===== src/hdl/tgkl_pkg.sv =====
// Shared types and constants of the touch grid key latch.
package tgkl_pkg;

    // Coordinate width of a cell edge: origin plus up to eight 15-bit cell sizes, signed.
    localparam int COORD_W = 20;

    // Configuration register indexes.
    localparam int CFG_IDX_W = 3;
    localparam logic [CFG_IDX_W-1:0] REG_ORIGIN_X  = 3'd0;
    localparam logic [CFG_IDX_W-1:0] REG_ORIGIN_Y  = 3'd1;
    localparam logic [CFG_IDX_W-1:0] REG_CELL_W    = 3'd2;
    localparam logic [CFG_IDX_W-1:0] REG_CELL_H    = 3'd3;
    localparam logic [CFG_IDX_W-1:0] REG_HOLD_MODE = 3'd4;

    localparam logic [14:0] CELL_SIZE_RESET = 15'd50;

    // Grid placement and mode.
    typedef struct packed {
        logic signed [15:0] origin_x;
        logic signed [15:0] origin_y;
        logic        [14:0] cell_w;
        logic        [14:0] cell_h;
        logic               hold_mode;
    } t_cfg;

endpackage


===== src/hdl/tgkl_hit_test.sv =====
// Hit test of one touch point against the grid of equal cells.
module tgkl_hit_test #(
    parameter int ROWS = 4,
    parameter int COLS = 4,
    parameter int RW   = 2,
    parameter int CW   = 2
) (
    input  tgkl_pkg::t_cfg     i_cfg,
    input  logic signed [15:0] i_x,
    input  logic signed [15:0] i_y,
    output logic               o_hit,
    output logic [RW-1:0]      o_row,
    output logic [CW-1:0]      o_col
);

    logic signed [tgkl_pkg::COORD_W-1:0] x_e;
    logic signed [tgkl_pkg::COORD_W-1:0] y_e;
    logic signed [tgkl_pkg::COORD_W-1:0] ox_e;
    logic signed [tgkl_pkg::COORD_W-1:0] oy_e;
    logic signed [tgkl_pkg::COORD_W-1:0] w_e;
    logic signed [tgkl_pkg::COORD_W-1:0] h_e;
    logic [COLS-1:0] col_in;
    logic [ROWS-1:0] row_in;
    logic [RW-1:0]   first_row;
    logic [CW-1:0]   first_col;

    assign x_e  = tgkl_pkg::COORD_W'(i_x);
    assign y_e  = tgkl_pkg::COORD_W'(i_y);
    assign ox_e = tgkl_pkg::COORD_W'(i_cfg.origin_x);
    assign oy_e = tgkl_pkg::COORD_W'(i_cfg.origin_y);
    assign w_e  = signed'(tgkl_pkg::COORD_W'(i_cfg.cell_w));
    assign h_e  = signed'(tgkl_pkg::COORD_W'(i_cfg.cell_h));

    // Row and column bands test independently; a cell hits when both do.
    for (genvar c = 0; c < COLS; c++) begin : g_col
        logic signed [tgkl_pkg::COORD_W-1:0] lo;
        logic signed [tgkl_pkg::COORD_W-1:0] hi;
        assign lo = ox_e + signed'(tgkl_pkg::COORD_W'(c)) * w_e;
        assign hi = lo + w_e;
        assign col_in[c] = (x_e >= lo) && (x_e < hi);
    end

    for (genvar r = 0; r < ROWS; r++) begin : g_row
        logic signed [tgkl_pkg::COORD_W-1:0] lo;
        logic signed [tgkl_pkg::COORD_W-1:0] hi;
        assign lo = oy_e + signed'(tgkl_pkg::COORD_W'(r)) * h_e;
        assign hi = lo + h_e;
        assign row_in[r] = (y_e >= lo) && (y_e < hi);
    end

    // Lowest index wins, matching a row-major scan.
    always_comb begin
        first_row = '0;
        for (int r = ROWS - 1; r >= 0; r--) begin
            if (row_in[r]) begin
                first_row = RW'(r);
            end
        end
    end

    always_comb begin
        first_col = '0;
        for (int c = COLS - 1; c >= 0; c--) begin
            if (col_in[c]) begin
                first_col = CW'(c);
            end
        end
    end

    assign o_hit = (|row_in) && (|col_in);
    assign o_row = o_hit ? first_row : '0;
    assign o_col = o_hit ? first_col : '0;

endmodule


===== src/hdl/touch_grid_key_latch.sv =====
// Top level of the touch grid key latch: item registers, cell state and result register.
//
//  channel  | direction | handshake                  | payload
//  ---------+-----------+----------------------------+------------------------------------------
//  in       | to block  | i_in_valid / o_in_stall    | i_touch_x, i_touch_y, i_pressed
//  out      | from block| o_out_valid / i_out_stall  | o_hit, o_hit_row, o_hit_col,
//           |           |                            | o_active_bits, o_touched_bits, o_changed_bits
//  cfg      | to block  | i_cfg_valid / o_cfg_ready  | i_cfg_index, i_cfg_data
//
// One item per cycle sustained while the result side does not stall; an item passes from the
// input register to the result register, with the hit test and state update run between them.
// The hit test is one bank of parallel edge compares feeding small row and column priority encoders.
// Synchronous reset clears valids, cell state, held cell, origin and mode; cell sizes go to 50.
// A stalled result holds in the output register; the input register still takes one
// more item, then o_in_stall rises until the result moves on.
// o_cfg_ready is always high; writes to indexes beyond the register list are dropped.
module touch_grid_key_latch #(
    parameter int ROWS = 4,
    parameter int COLS = 4
) (
    input  logic                               i_clk,
    input  logic                               i_rst_n,
    // touch items
    input  logic                               i_in_valid,
    output logic                               o_in_stall,
    input  logic signed [15:0]                 i_touch_x,
    input  logic signed [15:0]                 i_touch_y,
    input  logic                               i_pressed,
    // results
    output logic                               o_out_valid,
    input  logic                               i_out_stall,
    output logic                               o_hit,
    output logic [1:0]                         o_hit_row,
    output logic [1:0]                         o_hit_col,
    output logic [15:0]                        o_active_bits,
    output logic [15:0]                        o_touched_bits,
    output logic [15:0]                        o_changed_bits,
    // configuration writes
    input  logic                               i_cfg_valid,
    output logic                               o_cfg_ready,
    input  logic [tgkl_pkg::CFG_IDX_W-1:0]     i_cfg_index,
    input  logic [15:0]                        i_cfg_data
);

    localparam int NC = ROWS * COLS;
    localparam int RW = (ROWS > 1) ? $clog2(ROWS) : 1;
    localparam int CW = (COLS > 1) ? $clog2(COLS) : 1;
    localparam int IW = (NC > 1) ? $clog2(NC) : 1;

    // Configuration.
    tgkl_pkg::t_cfg r_cfg;

    // Input register.
    logic               r_in_valid;
    logic signed [15:0] r_x;
    logic signed [15:0] r_y;
    logic               r_press;

    // Cell state.
    logic [NC-1:0] r_active;
    logic [NC-1:0] r_touched;
    logic          r_holding;
    logic [RW-1:0] r_held_row;
    logic [CW-1:0] r_held_col;

    // Result register.
    logic          r_out_valid;
    logic          r_hit;
    logic [1:0]    r_row;
    logic [1:0]    r_col;
    logic [15:0]   r_active_out;
    logic [15:0]   r_touched_out;
    logic [15:0]   r_changed_out;

    // Next values.
    logic [NC-1:0] n_active;
    logic [NC-1:0] n_touched;
    logic [NC-1:0] n_changed;
    logic          n_holding;
    logic [RW-1:0] n_held_row;
    logic [CW-1:0] n_held_col;

    logic          hit;
    logic [RW-1:0] hit_row;
    logic [CW-1:0] hit_col;
    logic [IW-1:0] hit_idx;
    logic [IW-1:0] held_idx;
    logic [NC-1:0] hit_mask;
    logic [NC-1:0] held_mask;
    logic          same_cell;

    logic out_ready;
    logic advance;
    logic in_take;

    // Handshake: the result register frees when empty or taken; the input
    // register moves into it then.
    assign out_ready  = !r_out_valid || !i_out_stall;
    assign advance    = r_in_valid && out_ready;
    assign o_in_stall = r_in_valid && !out_ready;
    assign in_take    = i_in_valid && !o_in_stall;

    assign o_cfg_ready = 1'b1;

    always_ff @(posedge i_clk) begin
        if (!i_rst_n) begin
            r_cfg.origin_x  <= '0;
            r_cfg.origin_y  <= '0;
            r_cfg.cell_w    <= tgkl_pkg::CELL_SIZE_RESET;
            r_cfg.cell_h    <= tgkl_pkg::CELL_SIZE_RESET;
            r_cfg.hold_mode <= 1'b0;
        end else if (i_cfg_valid) begin
            unique case (i_cfg_index)
                tgkl_pkg::REG_ORIGIN_X:  r_cfg.origin_x  <= i_cfg_data;
                tgkl_pkg::REG_ORIGIN_Y:  r_cfg.origin_y  <= i_cfg_data;
                tgkl_pkg::REG_CELL_W:    r_cfg.cell_w    <= i_cfg_data[14:0];
                tgkl_pkg::REG_CELL_H:    r_cfg.cell_h    <= i_cfg_data[14:0];
                tgkl_pkg::REG_HOLD_MODE: r_cfg.hold_mode <= i_cfg_data[0];
                default: ;
            endcase
        end
    end

    // Capture the touch item.
    always_ff @(posedge i_clk) begin
        if (!i_rst_n) begin
            r_in_valid <= 1'b0;
        end else if (in_take) begin
            r_in_valid <= 1'b1;
        end else if (advance) begin
            r_in_valid <= 1'b0;
        end
    end

    always_ff @(posedge i_clk) begin
        if (in_take) begin
            r_x     <= i_touch_x;
            r_y     <= i_touch_y;
            r_press <= i_pressed;
        end
    end

    tgkl_hit_test #(
        .ROWS (ROWS),
        .COLS (COLS),
        .RW   (RW),
        .CW   (CW)
    ) u_hit_test (
        .i_cfg (r_cfg),
        .i_x   (r_x),
        .i_y   (r_y),
        .o_hit (hit),
        .o_row (hit_row),
        .o_col (hit_col)
    );

    // Cell bit positions, row-major.
    assign hit_idx   = IW'(hit_row) * IW'(COLS) + IW'(hit_col);
    assign held_idx  = IW'(r_held_row) * IW'(COLS) + IW'(r_held_col);
    assign hit_mask  = NC'(1) << hit_idx;
    assign held_mask = NC'(1) << held_idx;
    assign same_cell = r_holding && (r_held_row == hit_row) && (r_held_col == hit_col);

    always_comb begin
        n_active   = r_active;
        n_touched  = r_touched;
        n_changed  = '0;
        n_holding  = r_holding;
        n_held_row = r_held_row;
        n_held_col = r_held_col;
        if (hit) begin
            if (r_press) begin
                n_touched = n_touched | hit_mask;
                // A press on the cell already held only marks it touched.
                if (!same_cell) begin
                    if (!r_cfg.hold_mode) begin
                        n_active  = n_active ^ hit_mask;
                        n_changed = hit_mask;
                    end else begin
                        // Slide: drop the old cell, then take the new one.
                        if (r_holding) begin
                            n_active  = n_active & ~held_mask;
                            n_changed = held_mask;
                        end
                        n_active  = n_active | hit_mask;
                        n_changed = n_changed | hit_mask;
                    end
                end
                n_holding  = 1'b1;
                n_held_row = hit_row;
                n_held_col = hit_col;
            end else begin
                // Release inside the grid acts on the hit cell.
                n_touched = n_touched & ~hit_mask;
                if (r_cfg.hold_mode) begin
                    n_active  = n_active & ~hit_mask;
                    n_changed = hit_mask;
                end
                n_holding  = 1'b0;
                n_held_row = '0;
                n_held_col = '0;
            end
        end else if (r_holding && r_press) begin
            // Slid off the grid: let go of the held cell.
            if (r_cfg.hold_mode) begin
                n_active  = n_active & ~held_mask;
                n_changed = held_mask;
            end
            n_holding  = 1'b0;
            n_held_row = '0;
            n_held_col = '0;
        end
    end

    // Advance the cell state with each item.
    always_ff @(posedge i_clk) begin
        if (!i_rst_n) begin
            r_active   <= '0;
            r_touched  <= '0;
            r_holding  <= 1'b0;
            r_held_row <= '0;
            r_held_col <= '0;
        end else if (advance) begin
            r_active   <= n_active;
            r_touched  <= n_touched;
            r_holding  <= n_holding;
            r_held_row <= n_held_row;
            r_held_col <= n_held_col;
        end
    end

    // Result register.
    always_ff @(posedge i_clk) begin
        if (!i_rst_n) begin
            r_out_valid <= 1'b0;
        end else if (advance) begin
            r_out_valid <= 1'b1;
        end else if (!i_out_stall) begin
            r_out_valid <= 1'b0;
        end
    end

    always_ff @(posedge i_clk) begin
        if (advance) begin
            r_hit         <= hit;
            r_row         <= 2'(hit_row);
            r_col         <= 2'(hit_col);
            r_active_out  <= 16'({16'b0, n_active});
            r_touched_out <= 16'({16'b0, n_touched});
            r_changed_out <= 16'({16'b0, n_changed});
        end
    end

    assign o_out_valid    = r_out_valid;
    assign o_hit          = r_hit;
    assign o_hit_row      = r_row;
    assign o_hit_col      = r_col;
    assign o_active_bits  = r_active_out;
    assign o_touched_bits = r_touched_out;
    assign o_changed_bits = r_changed_out;

endmodule


===== config.mk =====
export PLATFORM = sky130hd
export DESIGN_NAME = touch_grid_key_latch
export DESIGN_NICKNAME = d
export VERILOG_FILES = /design/src/hdl/tgkl_pkg.sv /design/src/hdl/tgkl_hit_test.sv /design/src/hdl/touch_grid_key_latch.sv
export SDC_FILE = /design/constraint.sdc
export NUM_CORES = 1
export LEC_CHECK = 0
export ABC_AREA = 1
export BUFFER_PORTS_ARGS = -buffer_cell sky130_fd_sc_hd__clkbuf_2
export CAP_MARGIN = 30
export CORE_MARGIN = 10
export CORE_UTILIZATION = 60
export CTS_CLUSTER_DIAMETER = 100
export DETAILED_ROUTE_END_ITERATION = 8
export HOLD_SLACK_MARGIN = 0.15
export PLACE_DENSITY = 0.84
export SYNTH_ARGS = -nofsm -noshare
export SYNTH_HDL_FRONTEND = slang
export SYNTH_SLANG_ARGS = --single-unit

===== constraint.sdc =====
create_clock -name i_clk -period 8.63 [get_ports i_clk]
set_input_delay 1.2945 -clock i_clk [delete_from_list [all_inputs] [get_ports i_clk]]
set_output_delay 1.2945 -clock i_clk [all_outputs]
set_load 0.005 [all_outputs]

==> flow_metrics.py <==
metrics = {
    "job": {
        "cap_violations": 0,
    },
    "placement": {
        "dpl_cell_area_um2": 25050,
        "dp_slack_ns": 0.5326,
        "port_buffers": 111,
        "gp_congestion": 0.9619,
        "place_inst": 3959,
        "dp_hpwl_um": 50690,
    },
    "critical_path": {
        "end_kind": "flip-flop",
        "cpMaxStageDelayCell": "dfxtp_2",
        "crit_type": "reg -> reg",
        "path_common_cell": "nand2_1",
        "cp_data_arrival_time_ns": 8.16,
        "cp-start-kind": "flip-flop",
        "path_max_fanout": 18,
        "max_stage_delay_ns": 0.39,
        "crit_required_ns": 8.86,
    },
    "synth": {
        "yosysMostFrequentCell": "nand2_1",
        "ys_top_cells_by_count": "nand2_1 (637), inv_1 (518), ha_1 (476)",
        "postSynthCellCount": 3357,
        "synth.ff_latch_count": 188,
        "synth_area_per_cell_um2": 7.123,
        "synth_top_cell_by_area": "ha_1",
        "synth_flop_cell": "dfxtp_1",
        "synth_enable_flop_cells": 86,
        "ys_types": 53,
        "seq_area_frac_synth": 0.1934,
        "yosysWarnings": 0,
        "syn_area_um2": 23910,
        "syn-num-nets": 3904,
        "netlist.area_leader.share": 0.2491,
        "synthArstFlopShare": 0,
        "ys_top_cells_by_area": "ha_1 (25%), edfxtp_1 (11%), nand2_1 (10%), dfxtp_1 (8.5%), a21oi_1 (8.4%)",
    },
    "cts": {
        "clockBufferDepth": 2,
        "ctsHtreeMaxLevel": 4,
        "clkTransAtPathRegs_ns": 0.08,
        "numCtsBuffers": 17,
        "clock_latency_ns": 0.50,
        "cts_tree": "yes",
        "cts_sinks": 188,
        "clockRootBuffer": "clkbuf_16",
    },
    "pwr": {
        "vdd_drop_max_uv": 139.7,
        "pwr_density_cell_nw_per_um2": 129.6,
        "p_leak_nw": 13.25,
    },
    "cells_and_area": {
        "area_growth_pct": 8.377,
        "nets": 4012,
        "nFillCells": 3467,
        "fin_area_um2": 25920,
        "layoutNonFillerInstCount": 4005,
        "drive_above_1_share": 0.07332,
        "final_util": 0.6553,
    },
    "status": {
        "status": "complete, no violations",
    },
    "sta": {
        "maxSlewViolCount": 0,
        "setup_ws_ns": 0.6952,
        "finalSetupViolations": 0,
        "hold_viol": 0,
        "period_minus_slack_ns": 7.935,
        "tightest_slew_ns": 0.9552,
        "rsz0062_at_grt": "true",
        "timing.final.crit_share": 0.9194,
        "slew_headroom": 0.3625,
        "fmax_mhz": 126.0,
        "finClkSkew_ns": 0.01345,
    },
    "global_routing": {
        "grt.total_usage": 0.2661,
        "grt_pass1_wl_um": 104300,
        "grt_antenna_before_repair": 2,
        "grt_pass1_vias": 21710,
        "grt_overflow": 0,
        "grt_max_degree": 82,
    },
    "floorplanning": {
        "design.core.area_um2": 39550,
        "start_util": 0.6046,
        "die_area_um2": 48240,
        "fp.dieH_um": 219.6,
        "io_pins": 113,
        "row_count": 73,
        "die_w_um": 219.6,
    },
    "worst_hold_path": {
        "hold_class": "reg -> reg",
    },
    "drt": {
        "drt-initial-drc-count": 1751,
        "drc": 0,
        "wl_per_cell_um": 16.03,
        "viasPerCell": 5.632,
        "drt_pass1_iterations": 7,
        "routed_wirelength_um": 64210,
        "detail-route-antenna-nets": 0,
        "vias": 22560,
    },
}
## worst max-delay path, delay by kind of cell (launching register included)
family	cells	cell delay (ns)
AOI/OAI and AO/OA	10	1.28
and+or+nand+nor	29	3.23
DFF	1	0.39
xor gates and xnor gates	3	0.54
buffers and inverters	6	0.62
adders and majority gates	5	1.60
## sequential cells by signal (all words and copies together), names as in the netlist
register	count
r_cfg	63
r_y	16
r_touched	16
o_out_valid	1
o_hit	1
r_held_row	2
o_hit_row	2
r_x	16
r_press	1
r_holding	1
o_hit_col	2
r_active	16
o_touched_bits	16
o_active_bits	16
o_changed_bits	16
r_held_col	2
r_in_valid	1
## per-stage QoR
| stage | total power, mW | setup TNS (ns) | hold slack [ns] |
|---|---|---|---|
| 6_report | 3.360 | 0 | 0.5003 |
| 5_1_grt | 3.618 | -0.05816 | 0.5412 |
| 4_1_cts | 3.329 | 0 | 0.4929 |
| 3_5_place_dp | 2.448 | 0 | 0.4815 |
| 3_3_place_gp | 2.409 | 0 | 0.4688 |
| 2_1_floorplan | 2.096 | 0 | 0.4542 |
## cells in the final DEF (no fill, tap or decap), drive strengths merged, types with 2 or more instances in the layout
cell,count
a211oi,4
a21o,16
a21oi,402
a31o,3
a31oi,7
and2,4
buf,33
clkbuf,130
clkinv,9
clkinvlp,2
dfxtp,102
diode,2
edfxtp,86
fa,14
ha,476
inv,532
nand2,651
nand3,145
nand3b,7
nand4,38
nor2,226
nor3,40
nor4,9
o211ai,24
o21a,10
o21ai,220
o21bai,57
o221ai,10
o22ai,2
o311ai,2
o31ai,3
or2,2
xnor2,39
xor2,166
## per-layer routing
metal  global-route usage  wire length, µm
met1               0.3281            27450
met2               0.4524            30080
met3              0.03990             4068
met4               0.1173             2614
met5                    0                0
## repair_timing
item                       4_1_cts  5_1_grt
gates resized for setup          0       36
setup endpoints to repair        0       64
hold buffers                     0        0
buffers inserted                 0       10
## final cells by class
cell class | count | area, µm² | share of cell area
clock buffer | 19 | 475.5 | 0.01835
sequential | 188 | 4631 | 0.1787
timing repair inverter | 1 | 7.507 | 0.0002897
timing repair buffer | 144 | 823.3 | 0.03177
antenna | 2 | 5.005 | 0.0001931
tap | 525 | 656.9 | 0.02535
multi-input combinational | 2584 | 17150 | 0.6618
clock inverter | 13 | 176.4 | 0.006807
inverter | 529 | 1989 | 0.07676
## final timing paths
kind	cells after the start	slack, ns	startpoint	endpoint
max	53	0.70	r_cfg[16]	o_changed_bits[0]
min	2	0.50	r_holding	r_holding
max reg2reg	53	0.70	r_cfg[16]	o_changed_bits[0]
min reg2reg	2	0.50	r_holding	r_holding
## power breakdown
part	switching (mW)	leakage (nW)	total, mW	internal (mW)
sequential	0.0733	1.66	1.07	0.997
clock	0.445	0.314	0.877	0.431
combinational	0.883	11.3	1.41	0.530
total	1.40	13.3	3.36	1.96
## cell families (layout without fill, tap and decap cells)
family / Yosys count / after routing / synth area share
and+or+nand+nor: 1124 / 1124 / 0.2016
AOI/OAI and AO/OA: 764 / 764 / 0.1756
buffers and inverters: 585 / 706 / 0.09334
adders and majority gates: 490 / 490 / 0.2608
xor gates and xnor gates: 205 / 205 / 0.07508
DFF: 188 / 188 / 0.1934
other: 1 / 3 / 0.0001568
No activity file was read; power rests on OpenSTA's default activity.
